[src/rtl/lobm_pkg.sv]
`default_nettype none
package lobm_pkg;

	localparam int DEF_BOOK_DEPTH  = 16;
	localparam int DEF_NUM_SYMBOLS = 8;

	localparam logic CMD_SUBMIT  = 1'b0;
	localparam logic CMD_CANCEL  = 1'b1;
	localparam logic SIDE_BUY    = 1'b0;
	localparam logic SIDE_SELL   = 1'b1;
	localparam logic TYPE_LIMIT  = 1'b0;
	localparam logic TYPE_MARKET = 1'b1;
	localparam logic KIND_TRADE  = 1'b0;
	localparam logic KIND_STATUS = 1'b1;

	localparam logic [1:0] STAT_DONE      = 2'd0;
	localparam logic [1:0] STAT_NOT_FOUND = 2'd1;
	localparam logic [1:0] STAT_FULL      = 2'd2;

	typedef enum logic [3:0] {
		ST_IDLE,
		ST_DISPATCH,
		ST_MATCH_WAIT,
		ST_MATCH_DECIDE,
		ST_AFTER_FILL,
		ST_FREE_WAIT,
		ST_REST,
		ST_CANCEL_WAIT,
		ST_STATUS_GO,
		ST_BID_WAIT,
		ST_ASK_WAIT
	} state_t;

	typedef enum logic [2:0] {
		SCAN_OPP,
		SCAN_BID,
		SCAN_ASK,
		SCAN_FREE,
		SCAN_CANCEL
	} scan_kind_t;

	typedef struct packed {
		logic       load;
		logic       scan_go;
		scan_kind_t scan_kind;
		logic       fill;
		logic       rest;
		logic       full;
		logic       cancel_apply;
		logic       cap_bid;
		logic       emit_status;
	} cmd_t;

	typedef struct packed {
		logic scan_busy;
		logic found;
		logic match_ok;
		logic is_cancel;
		logic is_market;
		logic rem_zero;
	} stat_t;

endpackage
`default_nettype wire

[src/rtl/lobm_ctrl.sv]
`default_nettype none
module lobm_ctrl (
	input  wire logic          clk,
	input  wire logic          arst_n,
	input  wire logic          start,
	output logic               busy,
	input  wire lobm_pkg::stat_t st,
	output lobm_pkg::cmd_t     cmd
);

	lobm_pkg::state_t state_q, state_nx;

	always_ff @(posedge clk or negedge arst_n) begin
		if (!arst_n) begin
			state_q <= lobm_pkg::ST_IDLE;
		end else begin
			state_q <= state_nx;
		end
	end

	always_comb begin
		state_nx = state_q;
		unique case (state_q)
			lobm_pkg::ST_IDLE: begin
				if (start) state_nx = lobm_pkg::ST_DISPATCH;
			end
			lobm_pkg::ST_DISPATCH: begin
				if (st.is_cancel) state_nx = lobm_pkg::ST_CANCEL_WAIT;
				else if (st.rem_zero) state_nx = lobm_pkg::ST_STATUS_GO;
				else state_nx = lobm_pkg::ST_MATCH_WAIT;
			end
			lobm_pkg::ST_MATCH_WAIT: begin
				if (!st.scan_busy) state_nx = lobm_pkg::ST_MATCH_DECIDE;
			end
			lobm_pkg::ST_MATCH_DECIDE: begin
				if (st.match_ok) state_nx = lobm_pkg::ST_AFTER_FILL;
				else if (st.is_market) state_nx = lobm_pkg::ST_STATUS_GO;
				else state_nx = lobm_pkg::ST_FREE_WAIT;
			end
			lobm_pkg::ST_AFTER_FILL: begin
				if (st.rem_zero) state_nx = lobm_pkg::ST_STATUS_GO;
				else state_nx = lobm_pkg::ST_MATCH_WAIT;
			end
			lobm_pkg::ST_FREE_WAIT: begin
				if (!st.scan_busy) state_nx = lobm_pkg::ST_REST;
			end
			lobm_pkg::ST_REST:        state_nx = lobm_pkg::ST_STATUS_GO;
			lobm_pkg::ST_CANCEL_WAIT: begin
				if (!st.scan_busy) state_nx = lobm_pkg::ST_STATUS_GO;
			end
			lobm_pkg::ST_STATUS_GO:   state_nx = lobm_pkg::ST_BID_WAIT;
			lobm_pkg::ST_BID_WAIT: begin
				if (!st.scan_busy) state_nx = lobm_pkg::ST_ASK_WAIT;
			end
			lobm_pkg::ST_ASK_WAIT: begin
				if (!st.scan_busy) state_nx = lobm_pkg::ST_IDLE;
			end
			default: state_nx = lobm_pkg::ST_IDLE;
		endcase
	end

	always_comb begin
		cmd = '0;
		cmd.scan_kind = lobm_pkg::SCAN_BID;
		busy = (state_q != lobm_pkg::ST_IDLE);
		unique case (state_q)
			lobm_pkg::ST_IDLE: begin
				cmd.load = start;
			end
			lobm_pkg::ST_DISPATCH: begin
				if (st.is_cancel) begin
					cmd.scan_go   = 1'b1;
					cmd.scan_kind = lobm_pkg::SCAN_CANCEL;
				end else if (!st.rem_zero) begin
					cmd.scan_go   = 1'b1;
					cmd.scan_kind = lobm_pkg::SCAN_OPP;
				end
			end
			lobm_pkg::ST_MATCH_DECIDE: begin
				if (st.match_ok) begin
					cmd.fill = 1'b1;
				end else if (!st.is_market) begin
					cmd.scan_go   = 1'b1;
					cmd.scan_kind = lobm_pkg::SCAN_FREE;
				end
			end
			lobm_pkg::ST_AFTER_FILL: begin
				if (!st.rem_zero) begin
					cmd.scan_go   = 1'b1;
					cmd.scan_kind = lobm_pkg::SCAN_OPP;
				end
			end
			lobm_pkg::ST_REST: begin
				cmd.rest = st.found;
				cmd.full = !st.found;
			end
			lobm_pkg::ST_CANCEL_WAIT: begin
				cmd.cancel_apply = !st.scan_busy;
			end
			lobm_pkg::ST_STATUS_GO: begin
				cmd.scan_go   = 1'b1;
				cmd.scan_kind = lobm_pkg::SCAN_BID;
			end
			lobm_pkg::ST_BID_WAIT: begin
				if (!st.scan_busy) begin
					cmd.cap_bid   = 1'b1;
					cmd.scan_go   = 1'b1;
					cmd.scan_kind = lobm_pkg::SCAN_ASK;
				end
			end
			lobm_pkg::ST_ASK_WAIT: begin
				cmd.emit_status = !st.scan_busy;
			end
			default: ;
		endcase
	end

endmodule
`default_nettype wire

[config.mk]
export PLATFORM = sky130hd
export DESIGN_NAME = lobm_ctrl
export DESIGN_NICKNAME = d
export VERILOG_FILES = /design/src/rtl/lobm_pkg.sv /design/src/rtl/lobm_ctrl.sv
export SDC_FILE = /design/constraint.sdc
export NUM_CORES = 1
export LEC_CHECK = 0
export ABC_CLOCK_PERIOD_IN_PS = 4100
export BUFFER_PORTS_ARGS = -buffer_cell sky130_fd_sc_hd__buf_2
export CAP_MARGIN = 40
export CORE_AREA = 4 4 41 43
export CTS_CLUSTER_SIZE = 10
export DETAILED_ROUTE_END_ITERATION = 12
export DIE_AREA = 0 0 45 47
export PLACE_DENSITY = 0.7
export REMOVE_ABC_BUFFERS = 1
export SKIP_CTS_REPAIR_TIMING = 1
export SYNTH_ARGS = -nofsm -noshare
export SYNTH_HDL_FRONTEND = slang
export SYNTH_SLANG_ARGS = --single-unit
[constraint.sdc]
create_clock -name clk -period 4.1 [get_ports clk]
set_input_delay 0 -clock clk [delete_from_list [all_inputs] [get_ports clk]]
set_output_delay 0 -clock clk [all_outputs]
set_load 0.1 [all_outputs]
==> parameters.txt, run 1 <==
Parameter                              Value

Outcome
  Status ... finished clean

Clocking
  CTS H-tree depth ... 1
  Worst-Skew Late Latency ... 0.24 ns
  Number of clock buffers inserted by TritonCTS ... 3
  Longest Clk Path Bufs ... 2
  CTS tree ... done
  CTS Sinks ... 4
  Clock root buffer ... sky130_fd_sc_hd__clkbuf_4
  Clock input transition at the sequential cells of the worst setup and hold paths ... 0.04 ns

Timing
  Final-report setup violation count ... 0
  Number of hold violations in the final report ... 0
  Max transition margin ... 0.624
  Number of max-slew violations in the final report ... 0
  Setup repair after global routing missed its margin ... no
  Share of the cycle needed by the critical path after routing ... 0.519
  Final worst path period need ... 2.13 ns
  Layout Skew ... 0.00467 ns
  Slew at the pin with the worst max-slew slack ... 0.564 ns
  Max frequency ... 470 MHz

Routing
  Detailed-route wire length per cell ... 12.8 µm
  Via count ... 656
  Detailed Routing Iterations Pass 1 ... 4
  Wire length reported by the detailed router ... 1410 µm
  Number of DRC violations after detailed routing ... 0
  Residual antenna-violating net count after detailed routing ... 0
  Initial DRC count ... 12
  Number of vias per cell after detailed routing ... 5.96

Worst setup path
  Critical setup path kind ... reg -> out
  Startpoint class of the critical path ... register
  Worst setup EP type ... output port
  Crit path arrival time ... 2.13 ns
  Data required time of the worst path ... 4.10 ns
  Crit-path max FO ... 19

Yosys
  Syn_area_per_cell ... 7.10 µm²
  EDFF count, synth ... 0
  Post-synthesis sequential area ratio ... 0.179
  Share of async-settable or async-resettable flops after synthesis ... 1.00
  Most used flip-flop cell after synthesis ... sky130_fd_sc_hd__dfrtp_1
  Count of mapped cells out of synthesis ... 79
  Post-synthesis cell area ... 561 µm²
  Netlist cell types ... 32
  Ys Warns ... 0
  Register bit total from synthesis ... 4

Final layout
  Total number of nets in the final design ... 106
  Register name with the most flops ... state_q
  Leading cell types in the layout, fill and taps excluded ... sky130_fd_sc_hd__buf_2 (20), sky130_fd_sc_hd__nor2_1 (7), sky130_fd_sc_hd__nand2b_1 (7)
  Fill cell instance count of the final layout ... 144
  Max FFs per register ... 4
  Final design instance area without fill ... 673 µm²
  Area added between synthesis and finish ... 20.1%
  Fin cells ... 110
  Commonest non-fill, non-tap cell in the layout ... sky130_fd_sc_hd__buf_2
  Antenna Diode Count ... 0
  Registers with the most flip-flops ... state_q: 4 flops
  Fraction of layout instances using a drive strength above 1 ... 0.263

Hold path
  Hold Crit Class ... in -> async

GRT
  GRT Total Usage ... 0.147
  Number of antenna violations at the first check in global routing ... 0
  Overflow left after global routing ... 0
  Global-route wire length before repair ... 2330 µm
  Largest net degree at the start of global routing ... 22
  Number of global-route vias before repair ... 552

Floorplanning
  Placeable core region ... 1300 µm²
  Ports placed on the boundary ... 21
  Die Ht ... 47 µm
  Std-Cell Rows ... 13
  Die W ... 45 µm
  Die outline area ... 2120 µm²
  Initial standard-cell utilization of the core ... 0.431

Place
  Placed inst area ... 641 µm²
  Final weighted congestion in routability-driven placement ... 0.811
  Cell total after placement ... 106
  HPWL after detailed placement ... 1030 µm
  Number of input and output port buffers inserted ... 20

Job
  Max-Cap Viols ... 0
critical path: stages, from the launching register on:
cell                       delay, ns
sky130_fd_sc_hd__dfrtp_1        0.57
sky130_fd_sc_hd__nand2b_1       0.32
sky130_fd_sc_hd__nor4b_2        0.28
sky130_fd_sc_hd__a41o_1         0.16
sky130_fd_sc_hd__o21bai_1       0.11
sky130_fd_sc_hd__buf_2          0.44
path summary, 6_finish.rpt:
check / cells after the start / startpoint / slack (ns) / end
worst max-delay path: 5 / state_q[2] / 1.97 / cmd[9]
worst min-delay path: 2 / arst_n / 0.1 / state_q[2]
worst max register to register: 4 / state_q[0] / 2.50 / state_q[1]
worst min register to register: 1 / state_q[1] / 0.89 / state_q[1]
max in group asynchronous: 2 / arst_n / 3.88 / state_q[1]
min in group clk: 3 / st[0] / 0.14 / state_q[1]
area by class of cell:
cell class                      instances  area (µm²)  share of cell area
Tap cell                               15        18.8              0.0279
Clock buffer                            3        22.5              0.0335
Multi-Input combinational cell         63         407               0.604
Timing Repair Buffer                   21         110               0.164
Inverter                                4        15.0              0.0223
Sequential cell                         4         100               0.149
through the flow:
stage	util	TNS [ns]	hold WS (ns)	setup WS (ns)
finish	0.517	0	0.0978	1.97
global route	0.517	0	0.112	1.83
detailed placement	0.492	0	-0.195	2.24
CTS	0.510	0	-0.445	1.98
floorplan	-	-0.157	-0.296	-0.157
global placement	0.492	0	-0.193	2.23
metal layers:
layer,wire [µm],vias to the layer above,share of wire,global-route usage
met5,0,-,0,0
met4,19,0,0.013,0.0819
met3,90,3,0.064,0.0268
met2,685,24,0.49,0.251
met1,616,302,0.44,0.174
li1,-,327,-,-
kinds of logic (layout without fill, tap and decap cells):
group,count (synthesis),count (layout),synth area share
buffers and inverters,12,28,0.0960
AND/OR/NAND/NOR,35,35,0.350
AO/OA/AOI/OAI,27,27,0.359
flip-flops,4,4,0.179
XOR/XNOR,1,1,0.0156
synth_stat cells, drive strengths merged, types with 2 or more instances:
cell type / count / area share
a32o: 2 / 0.036
o21ai: 5 / 0.045
nor3: 6 / 0.054
a211oi: 2 / 0.036
a21oi: 5 / 0.045
a21o: 2 / 0.027
nor2: 7 / 0.047
nand2: 4 / 0.027
and3: 2 / 0.022
o22a: 2 / 0.031
nand2b: 7 / 0.078
inv: 4 / 0.027
nor4b: 2 / 0.042
dfrtp: 4 / 0.18
buf: 8 / 0.069
nor2b: 4 / 0.045
Power of run 1 is not shown: default switching activity piles up to over one toggle a cycle in this logic, so the estimate is an artifact.
==> inputs of run 2 (changes only) <==
--- a/config.mk
+++ b/config.mk
@@ -5,7 +5,7 @@
 export SDC_FILE = /design/constraint.sdc
 export NUM_CORES = 1
 export LEC_CHECK = 0
-export ABC_CLOCK_PERIOD_IN_PS = 4100
+export ABC_CLOCK_PERIOD_IN_PS = 2100
 export BUFFER_PORTS_ARGS = -buffer_cell sky130_fd_sc_hd__buf_2
 export CAP_MARGIN = 40
 export CORE_AREA = 4 4 41 43
==> constraint.sdc (replaced) <==
create_clock -name clk -period 2.1 [get_ports clk]
set_input_delay 0 -clock clk [delete_from_list [all_inputs] [get_ports clk]]
set_output_delay 0 -clock clk [all_outputs]
set_load 0.1 [all_outputs]
==> run 2 against run 1 <==
Clock skew decreased by 0.0011 ns. Critical endpoint unchanged. Final cell count rose by 1.8%. Worst hold slack improved by 0.0082 ns. Sequential cell count is the same. First-iteration DRC count rose by 8.3%. Design area rose by 2.4%.
==> parameters.txt, run 2 (same netlist as run 1, synthesis figures left out) <==
Parameter                              Value

Final layout
  Combined area of the multi-input logic cells ... 407 µm² (unchanged)
  Final design instance area without fill ... 689 µm² (+2.4%)
  Commonest non-fill, non-tap cell in the layout ... sky130_fd_sc_hd__buf_2
  Leading cell types in the layout, fill and taps excluded ... sky130_fd_sc_hd__buf_2 (20), sky130_fd_sc_hd__nor2_1 (7), sky130_fd_sc_hd__nand2b_1 (7)
  Fraction of layout instances using a drive strength above 1 ... 0.289 (+0.0255)
  Antenna Diode Count ... 0 (unchanged)
  Registers with the most flip-flops ... state_q: 4 flops
  Max FFs per register ... 4 (unchanged)
  Area added between synthesis and finish ... 23.0%
  Fill cell instance count of the final layout ... 143 (-0.69%)
  Register area ... 101 µm² (+1.2%)
  Register name with the most flops ... state_q
  Total number of nets in the final design ... 108 (+1.9%)

Floorplanning
  Initial standard-cell utilization of the core ... 0.431 (unchanged)
  Std-Cell Rows ... 13 (unchanged)
  Die W ... 45 µm (unchanged)
  Die outline area ... 2120 µm² (unchanged)
  Die Ht ... 47 µm (unchanged)
  Placeable core region ... 1300 µm² (unchanged)
  Ports placed on the boundary ... 21 (unchanged)

Worst setup path
  Startpoint class of the critical path ... register
  Crit path arrival time ... 1.91 ns (-0.22 ns)
  Data required time of the worst path ... 2.10 ns (-2.00 ns)
  Critical setup path kind ... reg -> out
  Crit-path max FO ... 18 (-1)
  Worst setup EP type ... output port

Clocking
  CTS tree ... done
  Clock root buffer ... sky130_fd_sc_hd__clkbuf_4
  Longest Clk Path Bufs ... 2 (unchanged)
  Number of clock buffers inserted by TritonCTS ... 3 (unchanged)
  CTS Sinks ... 4 (unchanged)
  Worst-Skew Late Latency ... 0.23 ns (about the same)
  CTS H-tree depth ... 1 (unchanged)
  Clock input transition at the sequential cells of the worst setup and hold paths ... 0.04 ns (about the same)

Timing
  Slew at the pin with the worst max-slew slack ... 0.555 ns (-0.00978 ns)
  Setup repair after global routing missed its margin ... no
  Max transition margin ... 0.630 (+0.00652)
  Number of max-slew violations in the final report ... 0 (unchanged)
  Max frequency ... 525 MHz
  Number of hold violations in the final report ... 0 (unchanged)
  Final-report setup violation count ... 0 (unchanged)
  Share of the cycle needed by the critical path after routing ... 0.907
  Final worst path period need ... 1.91 ns
  Layout Skew ... 0.00357 ns (-0.00110 ns)

GRT
  GRT Total Usage ... 0.158 (+0.0104)
  Largest net degree at the start of global routing ... 22 (unchanged)
  Number of antenna violations at the first check in global routing ... 0 (unchanged)
  Number of global-route vias before repair ... 612 (+11%)
  Overflow left after global routing ... 0 (unchanged)
  Global-route wire length before repair ... 2530 µm (+8.6%)

Routing
  Initial DRC count ... 13 (+1)
  Detailed-route wire length per cell ... 13.3 µm (+3.6%)
  Via count ... 656 (unchanged)
  Number of vias per cell after detailed routing ... 5.86 (-1.8%)
  Number of DRC violations after detailed routing ... 0 (unchanged)
  Detailed Routing Iterations Pass 1 ... 4 (unchanged)
  Residual antenna-violating net count after detailed routing ... 0 (unchanged)
  Wire length reported by the detailed router ... 1490 µm (+5.5%)

Outcome
  Status ... finished clean

Place
  HPWL after detailed placement ... 1120 µm (+8.3%)
  Final weighted congestion in routability-driven placement ... 0.837 (+3.3%)
  Number of input and output port buffers inserted ... 20 (unchanged)
  Placed inst area ... 656 µm² (+2.3%)

Job
  Max-Cap Viols ... 0 (unchanged)

Hold path
  Hold Crit Class ... in -> async
run 2: cell types whose count changed in the layout (fill, tap and decap cells not counted):
cell | before | now
sky130_fd_sc_hd__dfrtp_1 | 4 | 3
sky130_fd_sc_hd__buf_4 | 0 | 2
sky130_fd_sc_hd__dfrtp_2 | 0 | 1
run 2: final cells by class:
type | instances | area share
multi-input cells | 63 | 0.590
repair buffers | 23 | 0.181
flip-flops and latches | 4 | 0.147
clock buffers | 3 | 0.0327
well taps | 15 | 0.0272
inverters | 4 | 0.0218
run 2: final timing paths:
kind | slack (ns) | startpoint | depth (start not counted) | to
setup / recovery | 0.19 | state_q[1] | 4 | cmd[9]
hold / removal | 0.11 | arst_n | 2 | state_q[1]
setup reg to reg | 0.51 | state_q[1] | 4 | state_q[1]
hold reg to reg | 0.76 | state_q[0] | 1 | state_q[0]
max in group asynchronous | 1.87 | arst_n | 2 | state_q[0]
min in group clk | 0.18 | st[0] | 3 | state_q[1]
run 2: metrics by stage:
stage | TNS [ns] | std cells | util | hold WS, ns | worst slack, ns
finish | 0 | 112 | 0.530 | 0.106 | 0.195
global route | 0 | 112 | 0.530 | 0.116 | 0.0358
CTS | 0 | 111 | 0.521 | -0.437 | 0.0579
detailed placement | 0 | 108 | 0.504 | -0.193 | 0.307
global placement | 0 | 108 | 0.504 | -0.194 | 0.378
floorplan | -9.47 | 71 | - | -0.296 | -2.16
run 2: critical path, cell delays in order (launching register included):
cell	delay, ns
sky130_fd_sc_hd__dfrtp_1	0.57
sky130_fd_sc_hd__nor4b_2	0.39
sky130_fd_sc_hd__a41o_1	0.16
sky130_fd_sc_hd__o21bai_1	0.11
sky130_fd_sc_hd__buf_2	0.44
run 2: routing by layer:
layer  track usage  wire (µm)
met1         0.191        638
met3        0.0460        136
met4        0.0585          0
met2         0.266        716
met5             0          0
Power of run 2 is left out for the same reason.
